## src/rtl/btl_pkg.sv

```systemverilog
// Package for the bucketed token limiter: table sizes, operation and
// category codes, register indexes and the controller/datapath interface types.
// No dependencies.
package btl_pkg;

  // Bucket counts of the three tables.
  localparam int GROUP_BUCKETS         = 128;
  localparam int NORMAL_SENDER_BUCKETS = 128;
  localparam int LOW_SENDER_BUCKETS    = 128;

  localparam int NUM_TABLES = 3;

  localparam int MAX_BUCKETS_GN = (GROUP_BUCKETS > NORMAL_SENDER_BUCKETS) ?
                                  GROUP_BUCKETS : NORMAL_SENDER_BUCKETS;
  localparam int MAX_BUCKETS    = (MAX_BUCKETS_GN > LOW_SENDER_BUCKETS) ?
                                  MAX_BUCKETS_GN : LOW_SENDER_BUCKETS;
  localparam int SWEEP_AW       = (MAX_BUCKETS > 1) ? $clog2(MAX_BUCKETS) : 1;

  // Field widths.
  localparam int FUNC_W  = 2;
  localparam int CAT_W   = 2;
  localparam int BYTE_W  = 8;
  localparam int TOK_W   = 8;
  localparam int BDEN_W  = 16;
  localparam int CDEN_W  = 32;
  localparam int ENTRY_W = BDEN_W + TOK_W;

  // Operation codes.
  localparam logic [FUNC_W-1:0] FUNC_PEEK   = 2'd0;
  localparam logic [FUNC_W-1:0] FUNC_TAKE   = 2'd1;
  localparam logic [FUNC_W-1:0] FUNC_REFILL = 2'd2;

  // Category codes.
  localparam logic [CAT_W-1:0] CAT_GROUP  = 2'd0;
  localparam logic [CAT_W-1:0] CAT_NORMAL = 2'd1;
  localparam logic [CAT_W-1:0] CAT_LOW    = 2'd2;

  // Configuration register indexes.
  localparam int CFG_IDX_W = 2;
  localparam logic [CFG_IDX_W-1:0] CFG_GROUP_CAP  = 2'd0;
  localparam logic [CFG_IDX_W-1:0] CFG_NORMAL_CAP = 2'd1;
  localparam logic [CFG_IDX_W-1:0] CFG_LOW_CAP    = 2'd2;

  // Reset values of the caps.
  localparam logic [TOK_W-1:0] GROUP_CAP_RST  = 8'd8;
  localparam logic [TOK_W-1:0] NORMAL_CAP_RST = 8'd8;
  localparam logic [TOK_W-1:0] LOW_CAP_RST    = 8'd4;

  // Reserved sender hash bytes and the bucket denial ceiling.
  localparam logic [BYTE_W-1:0] HASH_RSV_LOW  = 8'h00;
  localparam logic [BYTE_W-1:0] HASH_RSV_HIGH = 8'hFF;
  localparam logic [BDEN_W-1:0] BDEN_SAT      = 16'hFFFF;

  // Bucket count of a table, by category code.
  function automatic int tbl_size(int t);
    int s;
    case (t)
      0:       s = GROUP_BUCKETS;
      1:       s = NORMAL_SENDER_BUCKETS;
      default: s = LOW_SENDER_BUCKETS;
    endcase
    return s;
  endfunction

  // Source of the table read address.
  typedef enum logic [1:0] {
    RD_IN    = 2'd0,
    RD_ITEM  = 2'd1,
    RD_SWEEP = 2'd2
  } rd_src_e;

  // Commands from the controller to the datapath.
  typedef struct packed {
    logic    cap_item;
    logic    rd_en;
    rd_src_e rd_src;
    logic    cnt_clr;
    logic    cnt_inc;
    logic    fill_wr;
    logic    clr_wr;
    logic    resolve;
  } btl_cmd_t;

  // Status from the datapath to the controller.
  typedef struct packed {
    logic in_refill;
    logic sweep_last;
  } btl_sts_t;

endpackage

```

## src/rtl/btl_ctrl.sv

```systemverilog
// Controller of the bucketed token limiter: sequences the clearing pass after
// reset, the read-modify-write of one transaction, the refill sweep and the
// output register handshake. Depends on btl_pkg.
module btl_ctrl import btl_pkg::*; (
  input  logic     clk_i,
  input  logic     rst_ni,
  input  logic     in_valid_i,
  output logic     in_ready_o,
  output logic     out_valid_o,
  input  logic     out_ready_i,
  input  btl_sts_t sts_i,
  output btl_cmd_t cmd_o
);

  typedef enum logic [5:0] {
    S_CLEAR   = 6'b000001,
    S_IDLE    = 6'b000010,
    S_RESOLVE = 6'b000100,
    S_FILL_RD = 6'b001000,
    S_FILL_WR = 6'b010000,
    S_LOOK    = 6'b100000
  } state_e;

  state_e state_q, state_d;
  logic   out_valid_q, out_valid_d;
  logic   accept;

  assign in_ready_o  = (state_q == S_IDLE);
  assign accept      = in_valid_i && in_ready_o;
  assign out_valid_o = out_valid_q;

  // Next state and commands.
  always_comb begin
    state_d = state_q;
    cmd_o   = '{cap_item: 1'b0, rd_en: 1'b0, rd_src: RD_IN, cnt_clr: 1'b0,
                cnt_inc: 1'b0, fill_wr: 1'b0, clr_wr: 1'b0, resolve: 1'b0};
    unique case (state_q)
      S_CLEAR: begin
        // Zero one entry of every table per cycle after reset.
        cmd_o.clr_wr = 1'b1;
        if (sts_i.sweep_last) begin
          state_d = S_IDLE;
        end else begin
          cmd_o.cnt_inc = 1'b1;
        end
      end
      S_IDLE: begin
        if (accept) begin
          cmd_o.cap_item = 1'b1;
          cmd_o.rd_en    = 1'b1;
          cmd_o.rd_src   = RD_IN;
          if (sts_i.in_refill) begin
            cmd_o.cnt_clr = 1'b1;
            state_d       = S_FILL_RD;
          end else begin
            state_d = S_RESOLVE;
          end
        end
      end
      S_FILL_RD: begin
        cmd_o.rd_en  = 1'b1;
        cmd_o.rd_src = RD_SWEEP;
        state_d      = S_FILL_WR;
      end
      S_FILL_WR: begin
        cmd_o.fill_wr = 1'b1;
        if (sts_i.sweep_last) begin
          state_d = S_LOOK;
        end else begin
          cmd_o.cnt_inc = 1'b1;
          state_d       = S_FILL_RD;
        end
      end
      S_LOOK: begin
        cmd_o.rd_en  = 1'b1;
        cmd_o.rd_src = RD_ITEM;
        state_d      = S_RESOLVE;
      end
      S_RESOLVE: begin
        // The update waits until the output register has room.
        if (!out_valid_q || out_ready_i) begin
          cmd_o.resolve = 1'b1;
          state_d       = S_IDLE;
        end
      end
      default: state_d = S_IDLE;
    endcase
  end

  // Output register occupancy.
  always_comb begin
    out_valid_d = out_valid_q;
    if (cmd_o.resolve) begin
      out_valid_d = 1'b1;
    end else if (out_ready_i) begin
      out_valid_d = 1'b0;
    end
  end

  always_ff @(posedge clk_i or negedge rst_ni) begin
    if (!rst_ni) begin
      state_q     <= S_CLEAR;
      out_valid_q <= 1'b0;
    end else begin
      state_q     <= state_d;
      out_valid_q <= out_valid_d;
    end
  end

endmodule

```

## config.mk

```make
export PLATFORM = sky130hd
export DESIGN_NAME = btl_ctrl
export DESIGN_NICKNAME = d
export VERILOG_FILES = /design/src/rtl/btl_pkg.sv /design/src/rtl/btl_ctrl.sv
export SDC_FILE = /design/constraint.sdc
export NUM_CORES = 1
export LEC_CHECK = 0
export BUFFER_PORTS_ARGS = -buffer_cell sky130_fd_sc_hd__buf_2
export CORE_AREA = 2 2 39 41
export CTS_BUF_LIST = sky130_fd_sc_hd__clkbuf_4
export DETAILED_ROUTE_END_ITERATION = 10
export DIE_AREA = 0 0 41 43
export HOLD_SLACK_MARGIN = 0.06
export PLACE_DENSITY = 0.64
export SLEW_MARGIN = 20
export SYNTH_ARGS = -nofsm -noshare
export SYNTH_HDL_FRONTEND = slang
export SYNTH_SLANG_ARGS = --single-unit
```

## constraint.sdc

```tcl
create_clock -name clk_i -period 1.8 [get_ports clk_i]
set_clock_uncertainty 0.05 [all_clocks]
set_input_delay 0.18 -clock clk_i [delete_from_list [all_inputs] [get_ports clk_i]]
set_output_delay 0.18 -clock clk_i [all_outputs]
set_load 0.02 [all_outputs]
```

==> results of run 1 <==
routing by layer:
layer | vias up | global-route usage, % | share of wire, %
met5 | - | 0 | 0
met3 | 0 | 1.57 | 3.6
met4 | 0 | 10.0 | 0
met2 | 8 | 22.8 | 54
li1 | 227 | - | -
met1 | 229 | 18.9 | 43
sequential cells by signal (all words and copies together) (netlist names):
register / count
out_valid_o: 1
state_q: 6
Yosys cell counts (all sizes together):
cell,instances,area share (%)
xor2,1,2.0
nor3,1,1.1
a2bb2oi,1,2.0
o41ai,1,2.0
nor2,6,5.1
and3b,1,2.0
and2,1,1.4
dfrtp,6,34
o2bb2ai,1,2.0
nand2b,2,2.8
o22ai,2,4.2
inv,5,4.2
a21oi,3,3.4
nor2b,1,1.4
o21ai,2,2.3
and3,4,5.7
dfstp,1,6.0
and2b,1,1.7
nand3,1,1.1
nor4b,1,2.0
nand3b,1,1.7
buf,2,4.2
nor4,1,2.8
nand2,4,3.4
a31oi,1,1.4
report_power, final:
part           internal [mW]  leakage, nW  total [mW]  switching [mW]
Sequential             0.214       0.0837       0.293          0.0791
Combinational          0.304        0.257       0.649           0.345
Clock                 0.0995       0.0184       0.155          0.0551
Total                  0.617        0.360        1.10           0.479
critical path, delay by kind of cell (launching register included):
| kind | cells | cell delay, ns |
|---|---|---|
| and+or+nand+nor | 3 | 0.60 |
| DFF | 1 | 0.42 |
| AOI/OAI and AO/OA | 1 | 0.06 |
| buffers and inverters | 1 | 0.19 |
cells by family after synthesis:
family / after synthesis / share of synthesized area [%]
and+or+nand+nor: 25 / 32.3
AOI/OAI and AO/OA: 11 / 17.3
DFF: 7 / 39.9
buffers and inverters: 7 / 8.50
xor gates and xnor gates: 1 / 1.98
how the worst min path moves through the flow:
stage | from | endpoint | slack, ns | depth (start not counted)
finish | sts_i[0] | state_q[0] | 0.08 | 2
CTS | sts_i[0] | state_q[0] | 0.07 | 2
detailed placement | rst_ni | out_valid_o | -0.03 | 1
floorplan | rst_ni | out_valid_o | -0.17 | 0
global route | sts_i[0] | state_q[0] | 0.08 | 2
global placement | rst_ni | out_valid_o | -0.03 | 1
repair_timing:
item,in CTS,in global routing
gates resized for setup,5,12
pin swaps,3,4
buffers inserted,3,2
setup endpoints to repair,3,4
hold buffers,1,0
endpoints found under the hold margin,7,0
final cells by class:
cell class                      count  area, um^2  area share, %
Clock buffer                        4        30.0           4.49
Inverter                            5        18.8           2.80
Multi-Input combinational cell     37         277           41.3
Tap cell                           16        20.0           2.99
Timing Repair Buffer               23         143           21.3
Sequential cell                     7         181           27.1
stage by stage:
stage                     cell area [um^2]  setup WS (ns)  TNS (ns)  hold slack, ns
final                                  669         0.0565         0          0.0836
after global routing                   669        -0.0320   -0.0573          0.0827
after CTS                              612       0.000866         0          0.0676
after detailed placement               531          0.202         0         -0.0271
after global placement                 531          0.227         0         -0.0306
after floorplan                        442          0.173         0          -0.166
==> results.md, run 1 <==
- Run status: finished clean
- Via total after detailed routing: 464
- Crit-path max FO: 3
- Share of post-route cells with drive strength above 1: 53.9%
- Die Y-Extent: 43 um
- Final Power: 1.10 mW
- CP Cell Sequence: nor4_4 -> and3b_2 -> nand2_2 -> o41ai_2 -> buf_4
- Final wirelength: 1120 um
- Startpoint Class: flop
- Nets: 83
- Final non-filler cell total: 92
- Die X: 41 um
- Crit path from: state_q[3]
- Initial Utilization: 31.9%
- Slowest-stage cell, CP: dfrtp_2
- Post-Place Cells: 82
- Drc violations: 0
- Core area: 1380 um^2
- Largest net degree at the start of global routing: 9
- # Max-Cap Violations: 0
- Fin. max-slew vios: 0
- Worst setup path end: cmd_o[7]
- Hold Crit Class: primary input to flop
- Most common cell after layout, fill and taps aside: buf_2
- Required time worst endpoint: 1.57 ns
- Vias per cell: 5.04
- Antenna Nets Post-Route: 0
- # rows: 14
- Most frequent cells in the layout: 13 x buf_2, 9 x buf_4, 5 x nor2_1, 5 x inv_1
- TritonRoute pass-1 iters: 2
- Vias in the first global route: 468
- Fin crit share: 96.9%
- ANT cells: 0
- Synth Warn #: 0
- Syn Nets: 57
- Fmax: 574 MHz
- DRT iter0 DRCs: 4
- Filler cells: 138
- Total gr overflow: 0
- Routability Congestion: 0.790
- Register area share after synthesis: 39.9%
- Clock Tree Buf Depth: 2
- Seq cells post-synth: 7
- Initial antenna violation count: 0
- Worst-skew pair later-pin latency: 0.25 ns
- DP HPWL: 797 um
- LEAKAGE: 0.360 nW
- Post-layout min period: 1.74 ns
- Finish-stage setup viols: 0
- Cell area after synthesis: 442 um^2
- Worst-Margin Slew: 0.274 ns
- Clk slew on worst S/H paths: 0.05 ns
- PwrDens: 1640 nW/um^2
- CTS Root Cell: clkbuf_4
- Register-to-register setup slack: 0.35 ns
- VDD IR max: 662 uV
- CTS tree: built
- Final hold violation count: 0
- R2r endpoint: state_q[2]
- First-pass GRT wire length: 1800 um
- Die area: 1760 um^2
- Kind of critical path: flop to primary output
- DR WL/cell: 12.1 um
- Unique masters post-synth: 27
- Post-Syn Instances: 51
- RSZ-0062 raised after global routing: yes
- Share of the core filled with cells: 48.4%
- Clock sinks: 7
- CP arrival: 1.51 ns
- CTS buffer count: 3
- FF-to-FF path depth: 5
- RR Startpoint: state_q[3]
- Clock H-tree levels: 1
- Worst Setup End Kind: primary output
- Synthesis-to-finish area growth: 51.6%
- Crit-path max cell delay: 0.42 ns
- Synthesized area per cell: 8.66 um^2
- Relative slew slack: 81.7%
- I/O pin total: 17
- Port bufs: 16
- Total track usage: 15.0%
No activity file was read; power rests on OpenSTA's default activity.
==> inputs of run 2 (changes only) <==
--- a/config.mk
+++ b/config.mk
@@ -6,12 +6,14 @@
 export NUM_CORES = 1
 export LEC_CHECK = 0
 export BUFFER_PORTS_ARGS = -buffer_cell sky130_fd_sc_hd__buf_2
-export CORE_AREA = 2 2 39 41
+export CELL_PAD_IN_SITES_DETAIL_PLACEMENT = 1
+export CELL_PAD_IN_SITES_GLOBAL_PLACEMENT = 2
+export CORE_UTILIZATION = 27
 export CTS_BUF_LIST = sky130_fd_sc_hd__clkbuf_4
 export DETAILED_ROUTE_END_ITERATION = 10
-export DIE_AREA = 0 0 41 43
 export HOLD_SLACK_MARGIN = 0.06
-export PLACE_DENSITY = 0.64
+export PLACE_DENSITY = 0.84
+export REMOVE_ABC_BUFFERS = 1
 export SLEW_MARGIN = 20
 export SYNTH_ARGS = -nofsm -noshare
 export SYNTH_HDL_FRONTEND = slang
==> run 2 against run 1 <==
Flip-flop and latch count is the same. Routed wire length is 14% higher. Design area fell by 1.3%. Core utilization down 5.0 points. First-iteration DRC count down 25%. Sequential power rose by 3%. Non-clock buffer count decreased by 1. Critical path type unchanged.
==> results.md, run 2 (same netlist as run 1, synthesis figures left out) <==
- # rows: 14 (unchanged)
- Fin. max-slew vios: 0 (unchanged)
- DR WL/cell: 14.0 um (+15%)
- Fin Hold WS: 0.0862 ns (+0.00263 ns)
- Die area: 1800 um^2 (+2.2%)
- Worst setup margin: 0.0366 ns (-0.0198 ns)
- Hold Crit Class: primary input to flop
- DRT iter0 DRCs: 3 (-1)
- Most common cell after layout, fill and taps aside: buf_2
- Startpoint Class: flop
- Die Y-Extent: 42.4 um (-1.3%)
- GR Util met2: 24.9% (+2.1 points)
- Most frequent cells in the layout: 13 x buf_2, 7 x buf_4, 5 x nor2_1, 5 x inv_1
- Fin crit share: 98.0% (+1.1 points)
- Antenna Nets Post-Route: 0 (unchanged)
- First-pass GRT wire length: 1940 um (+7.7%)
- Post-placement setup slack: 0.194 ns (-0.00761 ns)
- CTS tree: built
- I/O pin total: 17 (unchanged)
- Relative slew slack: 77.6% (-4.1 points)
- Total track usage: 14.3% (-0.65 points)
- CP arrival: 1.53 ns (+0.02 ns)
- Routing usage on met3: 2.59% (+1.0 points)
- Vias per cell: 5.11 (+1.3%)
- Met1 GRT Util: 16.5% (-2.3 points)
- Hold Crit Start: sts_i[0]
- Register-to-register setup slack: 0.31 ns (-0.04 ns)
- Worst-Margin Slew: 0.331 ns (+0.0572 ns)
- Post-Place Cells: 82 (unchanged)
- Reg with most FFs: state_q
- Crit-path max FO: 3 (unchanged)
- # Max-Cap Violations: 0 (unchanged)
- Post-layout min period: 1.76 ns (+0.0198 ns)
- Port bufs: 16 (unchanged)
- Final non-filler cell total: 91 (-1.1%)
- Required time worst endpoint: 1.57 ns (about the same)
- Clock Tree Buf Depth: 2 (unchanged)
- Synthesis-to-finish area growth: 49.6%
- Final wirelength: 1270 um (+14%)
- Largest net degree at the start of global routing: 9 (unchanged)
- PwrDens: 1710 nW/um^2 (+4.1%)
- Die X: 42.4 um (+3.5%)
- Via total after detailed routing: 465 (+0.22%)
- Initial Utilization: 29.0% (-2.9 points)
- Core area: 1520 um^2 (+10%)
- GR peak layer: met2
- Total gr overflow: 0 (unchanged)
- Nets: 82 (-1.2%)
- Clock sinks: 7 (unchanged)
- Kind of critical path: flop to primary output
- End of the worst hold path: state_q[0]
- FF-to-FF path depth: 5 (unchanged)
- LEAKAGE: 0.361 nW (+0.33%)
- Clk slew on worst S/H paths: 0.06 ns (about the same)
- Worst-skew pair later-pin latency: 0.25 ns (about the same)
- Finish-stage setup viols: 0 (unchanged)
- TritonRoute pass-1 iters: 3 (+1)
- Hold path cells: 2 (unchanged)
- Initial antenna violation count: 0 (unchanged)
- DP HPWL: 864 um (+8.5%)
- Share of post-route cells with drive strength above 1: 50.7% (-3.3 points)
- Worst Setup End Kind: primary output
- R2r endpoint: state_q[2]
- CTS buffer count: 3 (unchanged)
- Run status: finished clean
- Setup TNS Final: 0 ns (unchanged)
- CTS Root Cell: clkbuf_4
- Routability Congestion: 0.728 (-7.9%)
- VDD IR max: 846 uV (+28%)
- Vias in the first global route: 441 (-5.8%)
- ANT cells: 0 (unchanged)
- Number of flip-flops in the largest register: 6 (unchanged)
- RR Startpoint: state_q[5]
- Fmax: 567 MHz (-1.1%)
- Clock H-tree levels: 1 (unchanged)
- Final hold violation count: 0 (unchanged)
- Drc violations: 0 (unchanged)
- RSZ-0062 raised after global routing: yes
==> run 2: cell type report <==
cell class                 count  area (um^2)
clock buffer                   4         30.0
sequential                     7          181
timing repair buffer          22          139
multi-input combinational     37          272
tap                           16         20.0
fill                         186          863
inverter                       5         18.8
==> run 2: worst max path at each step <==
stage | depth (start not counted) | slack, ns | from | to
global route | 4 | -0.06 | state_q[5] | cmd_o[3]
global placement | 4 | 0.23 | state_q[1] | cmd_o[3]
floorplan | 4 | 0.04 | state_q[4] | cmd_o[4]
detailed placement | 5 | 0.19 | state_q[4] | cmd_o[7]
finish | 5 | 0.04 | state_q[5] | cmd_o[7]
CTS | 5 | 0.004 | state_q[4] | cmd_o[7]
==> run 2: timing repair <==
item | CTS | global route
pin swaps | 1 | 4
hold endpoints to repair | 7 | 0
setup endpoints to repair | 5 | 6
resized for setup | 6 | 11
buffers inserted | 2 | 2
hold buffers | 1 | 0
==> run 2: per-stage QoR <==
step	instance area [um^2]	utilization (%)	power (mW)
after detailed placement	531	34.8	0.793
after global routing	661	43.3	1.21
final	661	43.3	1.13
after floorplan	423	-	0.618
after CTS	606	39.7	1.02
after global placement	531	34.8	0.791
==> run 2: layer usage <==
layer	up-vias	wire length (um)	share of wire [%]
li1	224	-	-
met1	228	539	42
met2	11	682	54
met3	2	37	2.9
met4	0	14	1.1
met5	-	0	0
==> run 2: critical path, stage by stage (launching register included) <==
cell     delay (ns)
dfrtp_2        0.42
nor4_4         0.28
and3b_2        0.27
nand2_4        0.07
o41ai_2        0.04
buf_2          0.20
==> run 2: where the power goes <==
group / internal (mW) / leakage, nW / switching [mW]
logic: 0.309 / 0.259 / 0.354
registers: 0.212 / 0.0835 / 0.0885
clock network: 0.100 / 0.0184 / 0.0629
